`src/hw/rtl/circular_double_ended_queue_assert.svh`:
```
// Assertion helpers shared by the queue RTL.
`ifndef CIRCULAR_DOUBLE_ENDED_QUEUE_ASSERT_SVH
`define CIRCULAR_DOUBLE_ENDED_QUEUE_ASSERT_SVH

// A condition that must hold at every clock edge outside reset.
`define CDEQ_ASSERT_HOLDS(label, clk, rst, expr, msg) \
   label: assert property (@(posedge clk) disable iff (rst) (expr)) else $error(msg);

// A condition that implies another in the same cycle.
`define CDEQ_ASSERT_IMPLIES(label, clk, rst, ante, cons, msg) \
   label: assert property (@(posedge clk) disable iff (rst) (ante) |-> (cons)) \
      else $error(msg);

// A condition that implies another in the following cycle.
`define CDEQ_ASSERT_NEXT(label, clk, rst, ante, cons, msg) \
   label: assert property (@(posedge clk) disable iff (rst) (ante) |=> (cons)) \
      else $error(msg);

`endif

```
`src/hw/rtl/cdeq_pkg.sv`:
```
`default_nettype none

package cdeq_pkg;

   localparam int VALUE_W     = 32;
   localparam int OP_W        = 2;
   localparam int STATUS_W    = 2;
   localparam int RSP_COUNT_W = 8;

   typedef enum logic [OP_W-1:0] {
      OP_PUSH_FRONT = 2'd0,
      OP_PUSH_REAR  = 2'd1,
      OP_POP_FRONT  = 2'd2,
      OP_POP_REAR   = 2'd3
   } op_type;

   typedef enum logic [STATUS_W-1:0] {
      ST_DONE  = 2'd0,
      ST_FULL  = 2'd1,
      ST_EMPTY = 2'd2
   } status_type;

endpackage

`default_nettype wire

```
`src/hw/rtl/cdeq_req_if.sv`:
```
`default_nettype none

interface cdeq_req_if;
   import cdeq_pkg::*;

   logic                      valid;
   logic                      ready;
   logic [OP_W-1:0]           operation;
   logic signed [VALUE_W-1:0] push_value;

   modport source (output valid, output operation, output push_value, input ready);
   modport sink   (input valid, input operation, input push_value, output ready);
endinterface

`default_nettype wire

```
`src/hw/rtl/cdeq_rsp_if.sv`:
```
`default_nettype none

interface cdeq_rsp_if;
   import cdeq_pkg::*;

   logic                      valid;
   logic                      ready;
   logic [STATUS_W-1:0]       status;
   logic [RSP_COUNT_W-1:0]    entry_count;
   logic signed [VALUE_W-1:0] front_value;
   logic signed [VALUE_W-1:0] rear_value;

   modport source (output valid, output status, output entry_count,
                   output front_value, output rear_value, input ready);
   modport sink   (input valid, input status, input entry_count,
                   input front_value, input rear_value, output ready);
endinterface

`default_nettype wire

```
`src/hw/rtl/cdeq_ram.sv`:
```
`default_nettype none

module cdeq_ram #(
   parameter int DEPTH = 128,
   parameter int AW    = 7
) (
   input  wire logic                        clock,
   input  wire logic                        wr_en,
   input  wire logic [AW-1:0]               wr_addr,
   input  wire logic [cdeq_pkg::VALUE_W-1:0] wr_data,
   input  wire logic [AW-1:0]               rd_addr,
   output      logic [cdeq_pkg::VALUE_W-1:0] rd_data
);
   import cdeq_pkg::*;

   logic [VALUE_W-1:0] mem [DEPTH];
   logic [VALUE_W-1:0] rd_data_ff;

   always_ff @(posedge clock) begin
      if (wr_en) begin
         mem[wr_addr] <= wr_data;
      end
      rd_data_ff <= mem[rd_addr];
   end

   assign rd_data = rd_data_ff;

endmodule

`default_nettype wire

```
`src/hw/rtl/circular_double_ended_queue.sv`:
```
// A result is registered in the cycle after its request is accepted; a pop that
// leaves two or more entries behind first waits on the entry store read, and its
// result is registered from the read data. Throughput: one transaction per cycle when
// the output is not held; such pops stall requests while the single store read port
// fetches the new front or rear value. Reset is synchronous and active high: it
// empties the queue and drops any pending result; the entry store is not cleared.
`default_nettype none
`include "circular_double_ended_queue_assert.svh"

module circular_double_ended_queue #(
   parameter int DEPTH = 128
) (
   input wire logic  clock,
   input wire logic  reset,
   cdeq_req_if.sink   req_bus,
   cdeq_rsp_if.source rsp_bus
);
   import cdeq_pkg::*;

   localparam int AW = (DEPTH > 1) ? $clog2(DEPTH) : 1;
   localparam int CW = $clog2(DEPTH + 1);
   localparam logic [AW-1:0] LAST_IDX = AW'(DEPTH - 1);
   localparam logic [CW-1:0] FULL_CNT = CW'(DEPTH);

   function automatic logic [AW-1:0] wrap_inc(input logic [AW-1:0] p);
      return (p == LAST_IDX) ? '0 : p + AW'(1);
   endfunction

   function automatic logic [AW-1:0] wrap_dec(input logic [AW-1:0] p);
      return (p == '0) ? LAST_IDX : p - AW'(1);
   endfunction

   function automatic logic [RSP_COUNT_W-1:0] mask_count(input logic [CW-1:0] c);
      logic [CW+RSP_COUNT_W-1:0] ext;
      ext = {{RSP_COUNT_W{1'b0}}, c};
      return ext[RSP_COUNT_W-1:0];
   endfunction

   logic [AW-1:0]      head_ff, head_in;
   logic [AW-1:0]      tail_ff, tail_in;
   logic [CW-1:0]      count_ff, count_in;
   logic [VALUE_W-1:0] front_ff, front_in;
   logic [VALUE_W-1:0] rear_ff, rear_in;
   logic               pend_ff;
   logic               pend_front_ff;

   logic                   rsp_valid_ff;
   logic [STATUS_W-1:0]    rsp_status_ff;
   logic [RSP_COUNT_W-1:0] rsp_count_ff;
   logic [VALUE_W-1:0]     rsp_front_ff;
   logic [VALUE_W-1:0]     rsp_rear_ff;

   logic               accept;
   status_type         status;
   logic               need_read;
   logic               wr_en;
   logic [AW-1:0]      wr_addr;
   logic [AW-1:0]      rd_addr;
   logic [VALUE_W-1:0] rd_data;
   logic [VALUE_W-1:0] push_bits;

   assign req_bus.ready = !pend_ff && (!rsp_valid_ff || rsp_bus.ready);
   assign accept        = req_bus.valid && req_bus.ready;
   assign push_bits     = req_bus.push_value;

   always_comb begin
      head_in   = head_ff;
      tail_in   = tail_ff;
      count_in  = count_ff;
      front_in  = front_ff;
      rear_in   = rear_ff;
      status    = ST_DONE;
      need_read = 1'b0;
      wr_en     = 1'b0;
      wr_addr   = head_ff;
      rd_addr   = head_ff;

      unique case (op_type'(req_bus.operation))
         OP_PUSH_FRONT, OP_PUSH_REAR: begin
            if (count_ff == FULL_CNT) begin
               status = ST_FULL;
            end else begin
               wr_en    = accept;
               count_in = count_ff + CW'(1);
               if (count_ff == '0) begin
                  head_in  = '0;
                  tail_in  = '0;
                  wr_addr  = '0;
                  front_in = push_bits;
                  rear_in  = push_bits;
               end else if (op_type'(req_bus.operation) == OP_PUSH_FRONT) begin
                  head_in  = wrap_dec(head_ff);
                  wr_addr  = head_in;
                  front_in = push_bits;
               end else begin
                  tail_in  = wrap_inc(tail_ff);
                  wr_addr  = tail_in;
                  rear_in  = push_bits;
               end
            end
         end
         OP_POP_FRONT, OP_POP_REAR: begin
            if (count_ff == '0) begin
               status = ST_EMPTY;
            end else if (count_ff == CW'(1)) begin
               count_in = '0;
               head_in  = '0;
               tail_in  = '0;
            end else begin
               count_in = count_ff - CW'(1);
               if (op_type'(req_bus.operation) == OP_POP_FRONT) begin
                  head_in  = wrap_inc(head_ff);
                  rd_addr  = head_in;
                  // With one entry left, the new front is the cached rear value.
                  front_in = rear_ff;
               end else begin
                  tail_in  = wrap_dec(tail_ff);
                  rd_addr  = tail_in;
                  rear_in  = front_ff;
               end
               need_read = (count_ff != CW'(2));
            end
         end
      endcase
   end

   cdeq_ram #(
      .DEPTH (DEPTH),
      .AW    (AW)
   ) u_ram (
      .clock   (clock),
      .wr_en   (wr_en),
      .wr_addr (wr_addr),
      .wr_data (push_bits),
      .rd_addr (rd_addr),
      .rd_data (rd_data)
   );

   always_ff @(posedge clock) begin
      if (reset) begin
         head_ff      <= '0;
         tail_ff      <= '0;
         count_ff     <= '0;
         pend_ff      <= 1'b0;
         rsp_valid_ff <= 1'b0;
      end else begin
         pend_ff <= accept && need_read;
         if (accept) begin
            head_ff  <= head_in;
            tail_ff  <= tail_in;
            count_ff <= count_in;
         end
         if (pend_ff || (accept && !need_read)) begin
            rsp_valid_ff <= 1'b1;
         end else if (rsp_bus.ready) begin
            rsp_valid_ff <= 1'b0;
         end
      end
   end

   always_ff @(posedge clock) begin
      if (pend_ff) begin
         // The fetched entry completes the pop that is waiting on the store.
         rsp_status_ff <= ST_DONE;
         rsp_count_ff  <= mask_count(count_ff);
         if (pend_front_ff) begin
            front_ff     <= rd_data;
            rsp_front_ff <= rd_data;
            rsp_rear_ff  <= rear_ff;
         end else begin
            rear_ff      <= rd_data;
            rsp_front_ff <= front_ff;
            rsp_rear_ff  <= rd_data;
         end
      end else if (accept) begin
         front_ff      <= front_in;
         rear_ff       <= rear_in;
         pend_front_ff <= (op_type'(req_bus.operation) == OP_POP_FRONT);
         if (!need_read) begin
            rsp_status_ff <= status;
            rsp_count_ff  <= mask_count(count_in);
            rsp_front_ff  <= (count_in != '0) ? front_in : '0;
            rsp_rear_ff   <= (count_in != '0) ? rear_in : '0;
         end
      end
   end

   assign rsp_bus.valid       = rsp_valid_ff;
   assign rsp_bus.status      = rsp_status_ff;
   assign rsp_bus.entry_count = rsp_count_ff;
   assign rsp_bus.front_value = rsp_front_ff;
   assign rsp_bus.rear_value  = rsp_rear_ff;

   `CDEQ_ASSERT_HOLDS(a_count_bound, clock, reset, count_ff <= FULL_CNT, "count above depth")
   `CDEQ_ASSERT_IMPLIES(a_empty_idx, clock, reset, count_ff == '0,
      (head_ff == '0) && (tail_ff == '0), "empty queue with nonzero index")
   `CDEQ_ASSERT_IMPLIES(a_pend_slot, clock, reset, pend_ff, !rsp_valid_ff,
      "store read returned while output slot busy")
   `CDEQ_ASSERT_NEXT(a_read_issue, clock, reset, accept && need_read, pend_ff,
      "pop needing a store read did not wait for it")
   `CDEQ_ASSERT_NEXT(a_pend_once, clock, reset, pend_ff, !pend_ff,
      "store read wait lasted more than one cycle")

endmodule

`default_nettype wire
```
`src/flat_wrapper.sv`:
```
// flat-port wrapper written by rule: the top's interface ports become plain ports
module circular_double_ended_queue_flat import cdeq_pkg::*;
#(
   parameter int DEPTH = 128
)
  (clock, reset, req_bus_valid, req_bus_operation, req_bus_push_value, req_bus_ready, rsp_bus_valid, rsp_bus_status, rsp_bus_entry_count, rsp_bus_front_value, rsp_bus_rear_value, rsp_bus_ready);
  cdeq_req_if req_bus_i ();
  cdeq_rsp_if rsp_bus_i ();
  input wire logic clock;
  input wire logic reset;
  input wire logic [$bits(req_bus_i.valid)-1:0] req_bus_valid;
  input wire logic [$bits(req_bus_i.operation)-1:0] req_bus_operation;
  input wire logic [$bits(req_bus_i.push_value)-1:0] req_bus_push_value;
  output wire logic [$bits(req_bus_i.ready)-1:0] req_bus_ready;
  output wire logic [$bits(rsp_bus_i.valid)-1:0] rsp_bus_valid;
  output wire logic [$bits(rsp_bus_i.status)-1:0] rsp_bus_status;
  output wire logic [$bits(rsp_bus_i.entry_count)-1:0] rsp_bus_entry_count;
  output wire logic [$bits(rsp_bus_i.front_value)-1:0] rsp_bus_front_value;
  output wire logic [$bits(rsp_bus_i.rear_value)-1:0] rsp_bus_rear_value;
  input wire logic [$bits(rsp_bus_i.ready)-1:0] rsp_bus_ready;
  assign req_bus_i.valid = req_bus_valid;
  assign req_bus_i.operation = req_bus_operation;
  assign req_bus_i.push_value = req_bus_push_value;
  assign req_bus_ready = req_bus_i.ready;
  assign rsp_bus_valid = rsp_bus_i.valid;
  assign rsp_bus_status = rsp_bus_i.status;
  assign rsp_bus_entry_count = rsp_bus_i.entry_count;
  assign rsp_bus_front_value = rsp_bus_i.front_value;
  assign rsp_bus_rear_value = rsp_bus_i.rear_value;
  assign rsp_bus_i.ready = rsp_bus_ready;
  circular_double_ended_queue #(.DEPTH(DEPTH)) u_core (.clock(clock), .reset(reset), .req_bus(req_bus_i), .rsp_bus(rsp_bus_i));
endmodule
```
`config.mk`:
```
export PLATFORM = sky130hd
export DESIGN_NAME = circular_double_ended_queue_flat
export DESIGN_NICKNAME = d
export VERILOG_FILES = /design/src/hw/rtl/cdeq_pkg.sv /design/src/hw/rtl/cdeq_req_if.sv /design/src/hw/rtl/cdeq_rsp_if.sv /design/src/hw/rtl/cdeq_ram.sv /design/src/hw/rtl/circular_double_ended_queue.sv /design/src/flat_wrapper.sv
export VERILOG_INCLUDE_DIRS = /design/src /design/src/hw/rtl
export SDC_FILE = /design/constraint.sdc
export NUM_CORES = 2
export LEC_CHECK = 0
export BUFFER_PORTS_ARGS = -buffer_cell sky130_fd_sc_hd__buf_4
export CORE_MARGIN = 1
export CORE_UTILIZATION = 40
export DETAILED_ROUTE_END_ITERATION = 10
export GPL_ROUTABILITY_DRIVEN = 0
export SLEW_MARGIN = 30
export SYNTH_ARGS = -nofsm -noshare
export SYNTH_HDL_FRONTEND = slang
export SYNTH_HIERARCHICAL = 1
export SYNTH_SLANG_ARGS = --single-unit
```
`constraint.sdc`:
```
create_clock -name clock -period 5.9 [get_ports clock]
set_input_delay 0 -clock clock [delete_from_list [all_inputs] [get_ports clock]]
set_output_delay 0 -clock clock [all_outputs]
set_load 0.01 [all_outputs]
```
==> results.cfg <==
[outcome]
status = complete, no violations

[setup_path]
crit_top_cell = mux4_2
max_stage_delay_ns = 0.75
path_cells = or4_4, o31ai_2, a311oi_1, a21oi_4, buf_12, buf_12, buf_4, mux4_2, mux4_2, mux4_2, mux2_2
critPathLaunchType = flip-flop
arrival_ns = 6.55
cp-end-kind = flip-flop
crit_slowest_cell = mux4_2
path_class = flip-flop to flip-flop
required_ns = 6.75
critPathMaxFanout = 51

[layout]
layout.cells.non_filler = 13600
layout.nets = 7727
synthToLayoutAreaGrowth_pct = 15.0
fillerInstances = 33700
drive_above_1_share_pct = 34.6

[synth]
synthFlopType = edfxtp_1
synthArstFlopShare_pct = 0
synth.net_count = 7204
avgSynthCellArea_sq_um = 23.4
synth_top_area_share_pct = 75.9
yosys_warnings = 6
synthCells = 7157
synth_edf_count = 4233
yosysSeqAreaShare_pct = 76.6
synth_top_cell_by_area = edfxtp_1
yosysUniqueCellTypes = 71
yosys.cell_count.top_type = edfxtp_1
synth-seq-cells = 4291
synth.area.top_cells = edfxtp_1 76%, mux4_2 18%, mux2_2 0.88%, dfxtp_1 0.69%, clkbuf_1 0.60%
netlist_area_sq_um = 167000
synth_common_cells = 4,233 x edfxtp_1, 1,344 x mux4_2, 266 x clkbuf_1

[timing]
fmax_mhz = 175
maxSlewHeadroom_pct = 30.5
tns_ns = 0
fin_worst_skew_ns = 0.0501
whs_ns = 0.0619
finalWorstPathRequiredPeriod_ns = 5.70
grt_setup_unrepaired = false
hold_viol_final = 0
worstMarginPinSlew_ns = 1.04
setup-violations-final = 0
period_share_pct = 96.7
drv_slew = 0

[global_routing]
antenna_found_initial = 57
overflow = 0
grt_pass1_wl_microns = 662000
grtUsageTotal_pct = 22.4
grt_pass1_vias = 81500
grt_start_max_net_pins = 115

[floorplan]
rows = 237
die_height_microns = 649
initial_utilization_pct = 40.2
die_w_microns = 649
ioPinCount = 114
core_sq_um = 417000
dieArea_sq_um = 421000

[routing]
viasPerCell = 6.08
drt_iter0_drc = 12000
wire_per_inst_microns = 35.2
routed_wl_microns = 479000
post-route-drc-count = 0
ant_nets = 0
vias = 82700
first_pass_iters = 6

[hold_path]
hp-class = input pin to flip-flop

[pwr]
fin_total_pwr_uw = 76100
p_per_area_nw_per_um2 = 395
power_leakage_uw = 0.0585
max-vdd-ir-drop_mv = 0.272

[clocking]
cts_buffers = 419
cts_tree = done
clockBufferDepth = 4
htree_levels = 5
clock_sinks = 4291
clk_pin_slew_ns = 0.07
clk_latency_ns = 0.99
cts_root_buf = clkbuf_16
post_cts_buffers = 0

[placement]
hpwl_microns = 272000
dp_cells = 12700
portBuffers = 113

[flow_run]
cap_violations = 0
worst paths after layout:
| check | start | end | slack [ns] | cells after the start |
|---|---|---|---|---|
| worst max-delay path | u_core/count_ff[3] | u_core/u_ram/rd_data[5] | 0.20 | 11 |
| worst min-delay path | req_bus_push_value[5] | u_core/u_ram/mem[103][5] | 0.06 | 2 |
| worst max register to register | u_core/count_ff[3] | u_core/u_ram/rd_data[5] | 0.20 | 11 |
| worst min register to register | u_core/rsp_bus.status[0] | u_core/rsp_bus.status[0] | 0.53 | 2 |
logic make-up (layout without fill, tap and decap cells):
kind of cell             count (synthesis)  in the layout  share of synthesized area, %
other                                    0             59                             0
XOR/XNOR                                 9              9                        0.0471
AND/OR/NAND/NOR                        563            563                          1.55
adder cells (fa/ha/maj)                  9              9                        0.0673
flip-flops                            4291           4291                          76.6
multiplexers                          1480           1480                          19.0
buffers and inverters                  437           1325                          1.10
AO/OA/AOI/OAI                          368            368                          1.63
registers in the layout (all words and copies together), names as in the netlist:
name                        cells
u_core/rsp_bus.valid            1
u_core/pend_ff                  1
u_core/rear_ff                 32
u_core/u_ram/mem             4096
u_core/rsp_bus.entry_count      8
u_core/count_ff                 8
u_core/front_ff                32
u_core/rsp_bus.status           2
u_core/pend_front_ff            1
u_core/rsp_bus.front_value     32
u_core/head_ff                  7
u_core/u_ram/rd_data           32
u_core/tail_ff                  7
u_core/rsp_bus.rear_value      32
power breakdown:
| group | leakage [uW] | switching, uW | internal, uW |
|---|---|---|---|
| clock | 0.00655 | 11600 | 14800 |
| combinational | 0.0134 | 8430 | 6500 |
| sequential | 0.0386 | 701 | 34000 |
| total | 0.0585 | 20700 | 55300 |
layer usage:
metal	part of all wire [%]	track usage, %	wire (microns)	up-vias
met5	0.013	0	61	-
met1	40	32.3	191000	45500
met4	3.5	7.37	16900	10
li1	-	-	-	31900
met2	47	34.8	224000	4544
met3	9.8	3.91	46900	676
final cells by class:
cell class	instances	area (sq um)	share of cell area [%]
clock inverter	277	2460	1.28
antenna	59	148	0.0767
sequential	4291	128000	66.6
timing repair buffer	525	5230	2.72
clock buffer	509	11000	5.72
inverter	14	52.6	0.0273
multi-input combinational	2429	38400	20.0
tap	5497	6880	3.57
worst max-delay path: cells and delay by family (launching register included):
family | cells | cell delay, ns
buf+inv | 3 | 1.05
simple gates | 1 | 0.70
mux | 4 | 2.25
flops | 1 | 0.46
compound gates | 3 | 1.04
through the flow:
stage	utilization [%]	setup WS, ns	area (sq um)
floorplan	-	0.308	167000
detailed placement	42.8	-0.0511	178000
global route	46.2	0.0413	192000
finish	46.2	0.196	192000
CTS	46.1	0.0719	192000
global placement	42.8	0.0634	178000
cell usage in the layout (no fill, tap or decap), types with 48 or more instances in the layout:
cell type and count:
mux2_2 131, clkbuf_16 423, o21ai_0 67, dfxtp_1 56, nand2_1 200, a211oi_1 74, clkinv_2 80, mux4_2 1344
nor2_1 57, clkinv_1 113, buf_12 91, diode_2 59, nor2_4 119, clkbuf_1 76, buf_4 381, edfxtp_1 4233
dlygate4sd3_1 48, and3_1 69
timing repair:
item	CTS	global route
setup endpoints to repair	1	1
endpoints found under the hold margin	2401	0
hold buffers	49	0
gates resized for setup	1	1
(Power assumes the default switching activity.)
